<file path="src/design/ncst_pkg.sv">
// Package for the named counting semaphore table: request and response types, codes, limits.
package ncst_pkg;

	localparam int SEM_ID_W    = 8;
	localparam int KEY_W       = 64;
	localparam int NAME_LEN_W  = 8;
	localparam int INIT_W      = 16;
	localparam int COUNT_W     = 17;
	localparam int WAITERS_W   = 8;
	localparam int RSP_ID_W    = 5;
	localparam int STATUS_W    = 2;

	localparam int NUM_SEMS_DEF       = 32;
	localparam logic [NAME_LEN_W-1:0] NAME_LIMIT_RST = 8'd25;

	localparam logic signed [COUNT_W-1:0] COUNT_MAX   = 17'sd65535;
	localparam logic signed [COUNT_W-1:0] COUNT_MIN   = -17'sd65536;
	localparam logic [WAITERS_W-1:0]      WAITERS_MAX = 8'd255;

	typedef enum logic [1:0] {
		OP_OPEN    = 2'd0,
		OP_ACQUIRE = 2'd1,
		OP_RELEASE = 2'd2,
		OP_CLOSE   = 2'd3
	} op_t;

	localparam logic [STATUS_W-1:0] ST_OK      = 2'd0;
	localparam logic [STATUS_W-1:0] ST_INVALID = 2'd1;
	localparam logic [STATUS_W-1:0] ST_FULL    = 2'd2;

	typedef struct packed {
		logic [1:0]               op;
		logic [SEM_ID_W-1:0]      sem_id;
		logic [KEY_W-1:0]         name_key;
		logic [NAME_LEN_W-1:0]    name_length;
		logic signed [INIT_W-1:0] initial_count;
	} ncst_req_t;

	typedef struct packed {
		logic [STATUS_W-1:0] status;
		logic [RSP_ID_W-1:0] result_id;
		logic                must_block;
		logic                wake_one;
		logic                wake_all;
	} ncst_rsp_t;

	typedef struct packed {
		logic [KEY_W-1:0]          key;
		logic signed [COUNT_W-1:0] count;
		logic [WAITERS_W-1:0]      waiters;
	} ncst_entry_t;

endpackage

</file>
<file path="src/design/ncst_ram.sv">
// Generic simple dual-port RAM with one write port and one registered read port.
module ncst_ram #(
	parameter int WIDTH = 8,
	parameter int DEPTH = 32
) (
	input  logic                     clk,
	input  logic                     wr_en,
	input  logic [$clog2(DEPTH)-1:0] wr_addr,
	input  logic [WIDTH-1:0]         wr_data,
	input  logic                     rd_en,
	input  logic [$clog2(DEPTH)-1:0] rd_addr,
	output logic [WIDTH-1:0]         rd_data
);

	logic [WIDTH-1:0] mem [DEPTH];

	always_ff @(posedge clk) begin
		if (wr_en) begin
			mem[wr_addr] <= wr_data;
		end
		if (rd_en) begin
			rd_data <= mem[rd_addr];
		end
	end

endmodule

</file>
<file path="src/design/named_counting_semaphore_table_top.sv">
// Top level of the named counting semaphore table: request decode, key scan and entry update.
//
//  channel   signals                          direction  moves
//  cfg       cfg_wr_en, cfg_wr_data           in         name length limit
//  in        in_valid, in_stall, in_data      in         one request (ncst_req_t)
//  out       out_valid, out_stall, out_data   out        one response (ncst_rsp_t)
//
// One request at a time. Open scans the entry RAM one entry per cycle through its single
// read port; acquire, release and close read and update the addressed entry, and a rejected
// request is answered directly. Reset clears the in-use bits at once, no clearing pass.
// A stalled response holds the block in its final state until the response register frees.
module named_counting_semaphore_table_top #(
	parameter int NUM_SEMS = ncst_pkg::NUM_SEMS_DEF
) (
	input  logic                            clk,
	input  logic                            arst_n,
	input  logic                            cfg_wr_en,
	input  logic [ncst_pkg::NAME_LEN_W-1:0] cfg_wr_data,
	input  logic                            in_valid,
	output logic                            in_stall,
	input  ncst_pkg::ncst_req_t             in_data,
	output logic                            out_valid,
	input  logic                            out_stall,
	output ncst_pkg::ncst_rsp_t             out_data
);
	import ncst_pkg::*;

	localparam int ID_W = $clog2(NUM_SEMS);
	localparam logic [ID_W-1:0] LAST_ID = ID_W'(NUM_SEMS - 1);
	localparam logic [SEM_ID_W:0] NUM_SEMS_EXT = (SEM_ID_W + 1)'(NUM_SEMS);

	typedef enum logic [3:0] {
		S_IDLE = 4'b0001,
		S_SCAN = 4'b0010,
		S_MOD  = 4'b0100,
		S_DONE = 4'b1000
	} state_t;

	state_t                 st_q;
	logic [NAME_LEN_W-1:0]  name_limit_q;
	logic [NUM_SEMS-1:0]    in_use_q;
	ncst_req_t              req_q;
	ncst_rsp_t              res_q;
	logic [ID_W-1:0]        cnt_q;
	logic                   issue_q;
	logic                   rd_vld_s1;
	logic [ID_W-1:0]        idx_s1;
	logic                   free_found_q;
	logic [ID_W-1:0]        free_idx_q;
	logic                   out_valid_q;
	ncst_rsp_t              out_data_q;

	logic                   in_acc;
	logic                   id_ok;
	logic                   open_ok;
	logic [ID_W-1:0]        in_idx;
	logic [ID_W-1:0]        req_idx;
	logic                   ram_we;
	logic [ID_W-1:0]        ram_waddr;
	ncst_entry_t            ram_wdata;
	logic                   ram_re;
	logic [ID_W-1:0]        ram_raddr;
	ncst_entry_t            ram_rdata;
	logic                   hit;
	logic                   slot_found;
	logic [ID_W-1:0]        slot_idx;
	logic                   out_load;
	ncst_entry_t            upd;
	ncst_rsp_t              mod_rsp;
	ncst_rsp_t              acc_rsp;
	ncst_rsp_t              scan_rsp;

	assign in_stall  = (st_q != S_IDLE);
	assign in_acc    = in_valid && !in_stall;
	assign in_idx    = in_data.sem_id[ID_W-1:0];
	assign req_idx   = req_q.sem_id[ID_W-1:0];
	assign id_ok     = ({1'b0, in_data.sem_id} < NUM_SEMS_EXT) && in_use_q[in_idx];
	assign open_ok   = (in_data.name_length != '0) && (in_data.name_length <= name_limit_q)
		&& !in_data.initial_count[INIT_W-1];

	assign hit        = rd_vld_s1 && in_use_q[idx_s1] && (ram_rdata.key == req_q.name_key);
	assign slot_found = free_found_q || !in_use_q[idx_s1];
	assign slot_idx   = free_found_q ? free_idx_q : idx_s1;
	assign out_load   = (st_q == S_DONE) && (!out_valid_q || !out_stall);

	// start every request as invalid; scan or update overwrite it
	always_comb begin
		acc_rsp        = '0;
		acc_rsp.status = ST_INVALID;
		if (in_data.op != OP_OPEN) begin
			acc_rsp.result_id = in_data.sem_id[RSP_ID_W-1:0];
		end
	end

	// open outcome at a hit or at the last scanned entry
	always_comb begin
		scan_rsp        = '0;
		scan_rsp.status = ST_OK;
		if (hit) begin
			scan_rsp.result_id = RSP_ID_W'(idx_s1);
		end else if (slot_found) begin
			scan_rsp.result_id = RSP_ID_W'(slot_idx);
		end else begin
			scan_rsp.status = ST_FULL;
		end
	end

	// read port: entry of the addressed id at accept, scan address during open
	always_comb begin
		ram_re    = 1'b0;
		ram_raddr = cnt_q;
		if (st_q == S_IDLE) begin
			ram_re    = in_acc && (in_data.op != OP_OPEN);
			ram_raddr = in_idx;
		end else if (st_q == S_SCAN) begin
			ram_re    = issue_q;
		end
	end

	// update of an entry for acquire, release and close
	always_comb begin
		upd                = ram_rdata;
		mod_rsp            = '0;
		mod_rsp.status     = ST_OK;
		mod_rsp.result_id  = req_q.sem_id[RSP_ID_W-1:0];
		case (req_q.op)
			OP_ACQUIRE: begin
				if (ram_rdata.count != COUNT_MIN) begin
					upd.count = ram_rdata.count - 17'sd1;
				end
				mod_rsp.must_block = upd.count[COUNT_W-1];
				if (upd.count[COUNT_W-1] && (ram_rdata.waiters != WAITERS_MAX)) begin
					upd.waiters = ram_rdata.waiters + 8'd1;
				end
			end
			OP_RELEASE: begin
				if (ram_rdata.count != COUNT_MAX) begin
					upd.count = ram_rdata.count + 17'sd1;
				end
				mod_rsp.wake_one = (ram_rdata.waiters != '0);
				if (ram_rdata.waiters != '0) begin
					upd.waiters = ram_rdata.waiters - 8'd1;
				end
			end
			default: begin
				mod_rsp.wake_all = (ram_rdata.waiters != '0);
				upd.waiters      = '0;
			end
		endcase
	end

	// write port: new entry at the end of an open scan, or write back the updated entry of an acquire or release
	always_comb begin
		ram_we            = 1'b0;
		ram_waddr         = req_idx;
		ram_wdata         = upd;
		if (st_q == S_SCAN) begin
			ram_we            = rd_vld_s1 && !hit && (idx_s1 == LAST_ID) && slot_found;
			ram_waddr         = slot_idx;
			ram_wdata.key     = req_q.name_key;
			ram_wdata.count   = {1'b0, req_q.initial_count};
			ram_wdata.waiters = '0;
		end else if (st_q == S_MOD) begin
			ram_we            = (req_q.op != OP_CLOSE);
		end
	end

	ncst_ram #(
		.WIDTH ($bits(ncst_entry_t)),
		.DEPTH (NUM_SEMS)
	) u_entry_ram (
		.clk     (clk),
		.wr_en   (ram_we),
		.wr_addr (ram_waddr),
		.wr_data (ram_wdata),
		.rd_en   (ram_re),
		.rd_addr (ram_raddr),
		.rd_data (ram_rdata)
	);

	always_ff @(posedge clk or negedge arst_n) begin
		if (!arst_n) begin
			st_q         <= S_IDLE;
			name_limit_q <= NAME_LIMIT_RST;
			in_use_q     <= '0;
			cnt_q        <= '0;
			issue_q      <= 1'b0;
			rd_vld_s1    <= 1'b0;
			free_found_q <= 1'b0;
			out_valid_q  <= 1'b0;
		end else begin
			if (cfg_wr_en) begin
				name_limit_q <= cfg_wr_data;
			end
			rd_vld_s1 <= (st_q == S_SCAN) && issue_q;
			if (out_load) begin
				out_valid_q <= 1'b1;
			end else if (!out_stall) begin
				out_valid_q <= 1'b0;
			end
			unique case (st_q)
				S_IDLE: begin
					if (in_acc) begin
						cnt_q        <= '0;
						issue_q      <= 1'b1;
						free_found_q <= 1'b0;
						if (in_data.op == OP_OPEN) begin
							st_q <= open_ok ? S_SCAN : S_DONE;
						end else begin
							st_q <= id_ok ? S_MOD : S_DONE;
						end
					end
				end
				S_SCAN: begin
					if (issue_q) begin
						cnt_q <= cnt_q + 1'b1;
					end
					// stop issuing after the last entry or at a hit
					if ((issue_q && (cnt_q == LAST_ID)) || hit) begin
						issue_q <= 1'b0;
					end
					if (rd_vld_s1) begin
						if (!free_found_q && !in_use_q[idx_s1]) begin
							free_found_q <= 1'b1;
						end
						if (hit || (idx_s1 == LAST_ID)) begin
							st_q    <= S_DONE;
						end
						if (ram_we) begin
							in_use_q[slot_idx] <= 1'b1;
						end
					end
				end
				S_MOD: begin
					if (req_q.op == OP_CLOSE) begin
						in_use_q[req_idx] <= 1'b0;
					end
					st_q <= S_DONE;
				end
				S_DONE: begin
					if (out_load) begin
						st_q <= S_IDLE;
					end
				end
				default: begin
					st_q <= S_IDLE;
				end
			endcase
		end
	end

	// payload registers
	always_ff @(posedge clk) begin
		idx_s1 <= cnt_q;
		if (out_load) begin
			out_data_q <= res_q;
		end
		case (st_q)
			S_IDLE: begin
				if (in_acc) begin
					req_q <= in_data;
					res_q <= acc_rsp;
				end
			end
			S_SCAN: begin
				if (rd_vld_s1) begin
					if (!free_found_q && !in_use_q[idx_s1]) begin
						free_idx_q <= idx_s1;
					end
					if (hit || (idx_s1 == LAST_ID)) begin
						res_q <= scan_rsp;
					end
				end
			end
			S_MOD: begin
				res_q <= mod_rsp;
			end
			default: begin
			end
		endcase
	end

	assign out_valid = out_valid_q;
	assign out_data  = out_data_q;

	a_accept_blocks: assert property (@(posedge clk) disable iff (!arst_n)
		in_valid && !in_stall |=> in_stall)
		else $error("accepted request did not block the input");

	a_write_state: assert property (@(posedge clk) disable iff (!arst_n)
		ram_we |-> (st_q == S_SCAN) || (st_q == S_MOD))
		else $error("entry RAM written outside scan or update");

	a_claim_marks: assert property (@(posedge clk) disable iff (!arst_n)
		ram_we && (st_q == S_SCAN) |=> in_use_q[$past(ram_waddr)])
		else $error("claimed entry not marked in use");

	a_scan_read: assert property (@(posedge clk) disable iff (!arst_n)
		rd_vld_s1 |-> $past(st_q == S_SCAN))
		else $error("scan data without a scan read");

	a_done_load: assert property (@(posedge clk) disable iff (!arst_n)
		(st_q == S_DONE) && !$past(st_q == S_DONE) && !out_valid_q |=> out_valid_q)
		else $error("response not loaded into a free output register");

endmodule
</file>
<file path="config.mk">
export PLATFORM = sky130hd
export DESIGN_NAME = named_counting_semaphore_table_top
export DESIGN_NICKNAME = d
export VERILOG_FILES = /design/src/design/ncst_pkg.sv /design/src/design/ncst_ram.sv /design/src/design/named_counting_semaphore_table_top.sv
export SDC_FILE = /design/constraint.sdc
export NUM_CORES = 2
export LEC_CHECK = 0
export BUFFER_PORTS_ARGS = -buffer_cell sky130_fd_sc_hd__buf_4
export CAP_MARGIN = 5
export CORE_AREA = 3 3 738 667
export DETAILED_ROUTE_END_ITERATION = 10
export DIE_AREA = 0 0 741 670
export RECOVER_POWER = 100
export SKIP_CTS_REPAIR_TIMING = 1
export SYNTH_ARGS = -nofsm -noshare
export SYNTH_HDL_FRONTEND = slang
export SYNTH_HIERARCHICAL = 1
export SYNTH_SLANG_ARGS = --single-unit
</file>
<file path="constraint.sdc">
create_clock -name clk -period 13.65 [get_ports clk]
set_clock_uncertainty 0.1 [all_clocks]
set_input_delay 0 -clock clk [delete_from_list [all_inputs] [get_ports clk]]
set_output_delay 0 -clock clk [all_outputs]
set_load 0.01 [all_outputs]
</file>
# Word-level counts from Yosys, hierarchy flattened
# Memories as Yosys holds them, arrays and structs flattened. A register that Yosys moved wholly into a read port is not among the register bits.
# Cells that the tools add are included.
word_totals:
  reg_bits: 170
  latchBits: 0
  ramBits: 2848
  rom_bits: 0
  input_bits: 111
  out_inout_bits: 12
  elab_cells: 171
  n_memories: 1
op_classes:
  n_addsub: 5
  multipliers: 0
  div: 0
  order_cmp: 8
  eq_ne: 25
  shift: 0
  n_mux: 61
  bitwise_logic: 3
  n_reduce_logical: 44
mem_list:
  columns: ["memory", "depth", "word_bits", "read_ports", "rd_clocked_by_memory_dff", "wr", "line", "source"]
  rows:
  - ["u_entry_ram.mem", 32, 89, 1, 1, 1, "ncst_ram.sv:15", "logic [WIDTH-1:0] mem [DEPTH];"]
ops:
  columns: ["operator", "n"]
  rows:
  - ["two-way mux 32 bit", 3]
  - ["two-way mux 89 bit", 1]
  - ["== test 64 bit", 1]
  - ["one-hot mux 32 bit (2 select lines)", 1]
  - ["two-way mux 17 bit", 3]
  - ["two-way mux 5 bit", 8]
  - ["!= test 17 bit, second input constant", 2]
  - ["one-hot mux 17 bit (2 select lines)", 1]
  - ["AND 32 bit", 1]
  - ["NOT 32 bit", 1]
  - ["OR 32 bit", 1]
  - ["two-way mux 10 bit", 3]
  - ["one-hot mux 10 bit (3 select lines)", 1]
  - ["two-way mux 4 bit", 7]
  - ["less-than comparator 5 x 6 -> 1 bit, second input constant", 4]
  - ["two-way mux 1 bit", 20]
  - ["adder 17 x 2 -> 17 bit, second input constant", 1]
  - ["logical AND 1 bit", 17]
  - ["subtractor 17 x 2 -> 17 bit, second input constant", 1]
  - ["two-way mux 8 bit", 2]
  - ["one-hot mux 4 bit (4 select lines)", 1]
  - ["one-hot mux 8 bit (2 select lines)", 1]
  - ["AND reduction 4 bit", 4]
  - ["nonzero test 8 bit", 2]
  - ["30 further kinds", 59]

# Depth between registers and ports, before layout
logic_depth:
  word_depth: 12
  mapped_depth: 14
  mapped_depth_nobuf: 9

# Modules after synthesis
# The synthesis kept the hierarchy.
modules_own_cells:
  columns: ["mod", "instances", "cells_each", "area_each_um2", "seq_area_each_um2"]
  rows:
  - ["ncst_ram", 1, 5204, 110951.4, 88194.6]
  - ["named_counting_semaphore_table_top", 1, 1091, 10254.8, 4794.6]

# Least setup slack after synthesis
# OpenSTA, ideal clock, no wires.
synth_timing:
  kind: "reg2reg"
  from: "register st_q[3]"
  to: "register u_entry_ram.rd_data[0], read port of u_entry_ram.mem, enable pin"
  setup_time_ns: 0.660
  arrival_ns: 7.571
  required_ns: 12.890
  slack_ns: 5.319
  stages_incl_launch_ff: 5
  n_path_buf: 1
  synth_period_minus_slack_ns: 8.331
  path_cell_list: "dfrtp_1 clkbuf_1 nor4b_2 nand2_1 o21ai_0"
synth_via:
  elab_chain_cells: 5
  elab_cells_between_ends: 9
  classes_between: "eq/ne: 3; mux: 3; reduce/logical: 3"
synth_rtl:
  columns: ["element", "line", "source"]
  rows:
  - ["from (decl)", "named_counting_semaphore_table_top.sv:39", "state_t st_q;"]
  - ["from (signal assigned)", "named_counting_semaphore_table_top.sv:208", "st_q <= open_ok ? S_SCAN : S_DONE;"]
  - ["from (signal assigned)", "named_counting_semaphore_table_top.sv:210", "st_q <= id_ok ? S_MOD : S_DONE;"]
  - ["!= test 4 x 1 -> 1 bit", "named_counting_semaphore_table_top.sv:73", "assign in_stall = (st_q != S_IDLE);"]
  - ["zero test 1 bit", "named_counting_semaphore_table_top.sv:74", "assign in_acc = in_valid && !in_stall;"]
  - ["logical AND 1 bit", "named_counting_semaphore_table_top.sv:74", null]
  - ["logical AND 1 bit", "named_counting_semaphore_table_top.sv:113", "ram_re = in_acc && (in_data.op != OP_OPEN);"]
  - ["two-way mux 1 bit *", "named_counting_semaphore_table_top.sv:112", "if (st_q == S_IDLE) begin"]
  - ["via ram_re", "named_counting_semaphore_table_top.sv:61", "logic ram_re;"]
  - ["to (decl)", "ncst_ram.sv:12", "output logic [WIDTH-1:0] rd_data"]
# Mark *: on every way through the listed nets, which the timed path passes. The rest lies on a longest branch.
# A chain may end at the register's enable or synchronous reset.

# Final worst setup path
layout_timing:
  from: "register st_q[3]"
  to: "memory u_entry_ram/mem[29][22] (netlist name), enable pin"
layout_via:
  elab_cells_between_ends: 7
  classes_between: "eq/ne: 2; mux: 5"
layout_lines:
  columns: ["element", "line", "source"]
  rows:
  - ["== test 4 x 2 -> 1 bit", "named_counting_semaphore_table_top.sv:157", "if (st_q == S_SCAN) begin"]
  - ["two-way mux 5 bit", "named_counting_semaphore_table_top.sv:157", null]
  - ["via ram_waddr[1]", "named_counting_semaphore_table_top.sv:59", "logic [ID_W-1:0] ram_waddr;"]
  - ["to (decl)", "ncst_ram.sv:15", null]
# The timed path passes the listed nets, and every way through them passes these cells.

==> impl_metrics.py <==
metrics = {
    "status": {
        "outcome": "finished with violations",
        "failed_checks": "max-capacitance violations, max-slew violations",
    },
    "logic_synthesis": {
        "synth_adder_area_share_pct": 0.186,
        "synth_area_sq_um": 121000,
        "syn-num-nets": 6424,
        "synth-simple-area-share_pct": 3.30,
        "async_flop_share_pct": 1.71,
        "ys_types": 79,
        "syn-mean-instance-area_sq_um": 19.3,
        "netlist_instances": 6295,
        "synth_area_leaders": "edfxtp_1, mux4_2, mux2i_1",
        "yosys_warnings": 6,
        "yosysMostFrequentCell": "edfxtp_1",
        "netlist.area_leader.share_pct": 75.5,
        "synth_top_family_by_area": "multiplexers",
        "synth_edf_count": 3049,
        "synthXorXnorAreaFrac_pct": 0.528,
        "yosys_register_bits": 3107,
        "synth_top_flop_cell": "edfxtp_1",
        "synth_largest_area_cell": "edfxtp_1",
        "ys_seq_area_share_pct": 76.7,
        "synthTopCellsByCount": "edfxtp_1, mux2i_1, a22oi_1, mux4_2, nand2_1",
        "synth_compound_area_share_pct": 4.74,
        "synthMuxAreaShare_pct": 13.0,
    },
    "worst_setup_path": {
        "worst-path-max-fanout": 53,
        "cp-start-kind": "register",
        "required_ps": 13850,
        "crit_type": "reg -> reg",
        "endpoint_kind": "register",
        "arrival_ps": 10030,
    },
    "clocking": {
        "cts.clk_slew.worst_paths_ps": 60,
        "numCtsBuffers": 310,
        "clkLatencyLatePin_ps": 910,
        "clk_path_buf_depth": 4,
        "root_buffer": "clkbuf_16",
        "htreeDepth": 5,
        "clock-sinks": 3107,
        "cts_tree": "done",
    },
    "run": {
        "cap_violations": 76,
    },
    "die": {
        "core_sq_um": 486000,
        "fp.dieW_um": 741,
        "die-area_sq_um": 496000,
        "rows": 243,
        "ios": 123,
        "fp.dieH_um": 670,
        "start_util_pct": 25.0,
    },
    "sta": {
        "worst_pin_slew_ps": 5110,
        "finalSetupViolCount": 0,
        "relSlewSlack_pct": -244,
        "rsz0062_at_grt": "no",
        "final.setup.tns_ps": 0,
        "fin_crit_ps": 9830,
        "drv_slew": 2634,
        "hold_violations": 0,
        "period_share_pct": 72.0,
        "fmax_mhz": 102,
    },
    "place": {
        "port_buffers": 122,
        "gp_congestion": 0.863,
        "dp_hpwl_um": 204000,
    },
    "routing": {
        "ant_nets": 0,
        "routed_via_density": 4.85,
        "drt-wirelength-per-cell_um": 26.0,
        "vias": 65500,
        "wirelength_um": 351000,
        "drtPass1Iterations": 9,
        "dr.first_iter.drc_count": 7976,
        "drc_errors": 0,
    },
    "finish": {
        "syn2layout_area_growth_pct": 16.7,
        "nets": 6901,
        "fillCellCount": 47300,
        "drive_gt1_share_pct": 14.7,
        "utilization_pct": 29.1,
    },
    "worst_hold_path": {
        "hp-class": "in -> reg",
    },
    "grt": {
        "overflow": 0,
        "gr-usage-all-layers_pct": 13.5,
        "grt_first_pass_wirelength_um": 492000,
        "antenna_found_initial": 11,
        "grt_max_degree": 106,
        "first_global_vias": 64000,
    },
    "power_and_ir_drop": {
        "peakVddDrop_v": 0.000151,
        "power.density_nw_per_um2": 186,
        "leakage_uw": 0.0431,
    },
}
## per-layer routing
metal	vias to the layer above	GRT usage [%]	share of wire [%]
li1	26800	-	-
met1	34700	18.1	40
met2	3352	22.3	48
met3	656	2.18	8.1
met4	2	4.82	4.0
met5	-	0	0.0037
## final cells by class
| cell class | count | area [sq um] | area share, % |
|---|---|---|---|
| diodes | 6 | 15.0 | 0.0106 |
| clock buffers | 386 | 8260 | 5.84 |
| clock inverters | 163 | 1500 | 1.06 |
| inverters | 29 | 110 | 0.0778 |
| multi-input cells | 2812 | 26500 | 18.7 |
| flip-flops and latches | 3107 | 93000 | 65.7 |
| well taps | 6492 | 8120 | 5.74 |
| repair buffers | 512 | 4010 | 2.83 |
## registers in the layout, indices dropped and copies added, names as in the netlist
register	count
res_q	10
issue_q	1
mod_rsp	5
out_valid	1
out_data	10
free_idx_q	5
free_found_q	1
name_limit_q	8
cnt_q	5
in_use_q	32
rd_vld_s1	1
u_entry_ram/rd_data	89
st_q	4
idx_s1	5
u_entry_ram/mem	2848
req_q	82
## layout by cell type (no fill, tap or decap), types with 10 or more instances in the layout
cell	count
a21oi_1	32
a22o_1	55
a22oi_1	482
a31oi_1	63
and2_1	10
and3_1	10
buf_4	124
bufinv_16	25
clkbuf_1	186
clkbuf_16	320
clkbuf_4	43
clkinv_1	57
clkinv_2	52
clkinvlp_4	13
dfrtp_1	49
dlygate4sd3_1	216
edfxtp_1	3049
ha_1	18
inv_1	26
inv_6	12
mux2i_1	729
mux4_2	372
nand2_1	278
nand2b_1	13
nand3_1	203
nand3b_1	10
nand4_1	77
nor2_1	93
nor2_4	14
nor2b_1	16
nor3_1	21
nor4_1	10
o21ai_0	97
xnor2_1	60
xor2_1	13
## cell families (layout without fill, tap and decap cells)
family / after synthesis / in the layout
flip-flops: 3107 / 3107
multiplexers: 1106 / 1106
AND/OR/NAND/NOR: 816 / 816
AO/OA/AOI/OAI: 799 / 799
buffers and inverters: 376 / 1090
XOR/XNOR: 73 / 73
adder cells (fa/ha/maj): 18 / 18
other: 0 / 6
## worst max-delay path: stages (launching register included)
cell,delay [ps]
dfrtp_1,440
nor4b_1,1250
clkbuf_1,2520
a21oi_1,820
nand3b_1,680
nor2_1,310
clkbuf_1,3080
## path summary, 6_finish.rpt
check / startpoint / end / slack (ps) / depth (start not counted)
worst max-delay path: st_q[3] / u_entry_ram/mem[29][22] / 3820 / 6
worst min-delay path: in_data[22] / st_q[3] / 40 / 6
worst max register to register: st_q[3] / u_entry_ram/mem[29][22] / 3820 / 6
worst min register to register: res_q[1] / out_data[1] / 320 / 0
max in group asynchronous: arst_n / in_use_q[1] / 10230 / 4
min in group asynchronous: arst_n / name_limit_q[4] / 480 / 3
## per-stage QoR
step / setup WS (ps) / total power, uW / cell area [sq um] / instances / hold slack (ps)
global route: 3630 / 27200 / 141000 / 13500 / 51.7
detailed placement: 7420 / 18100 / 130000 / 12700 / -4.89
global placement: 7460 / 18000 / 130000 / 12700 / -29.2
floorplan: 5320 / 15800 / 121000 / 6295 / -396
finish: 3820 / 26300 / 141000 / 13500 / 38.3
CTS: 7420 / 26400 / 140000 / 13300 / -890
## power by group
group          switching [uW]  internal [uW]  total (uW)  leakage, uW
registers                 228          11700       12000       0.0283
clock network            3560           4770        8330      0.00476
logic                    4100           1960        6060       0.0101
Power figures use the tool's default switching activity.
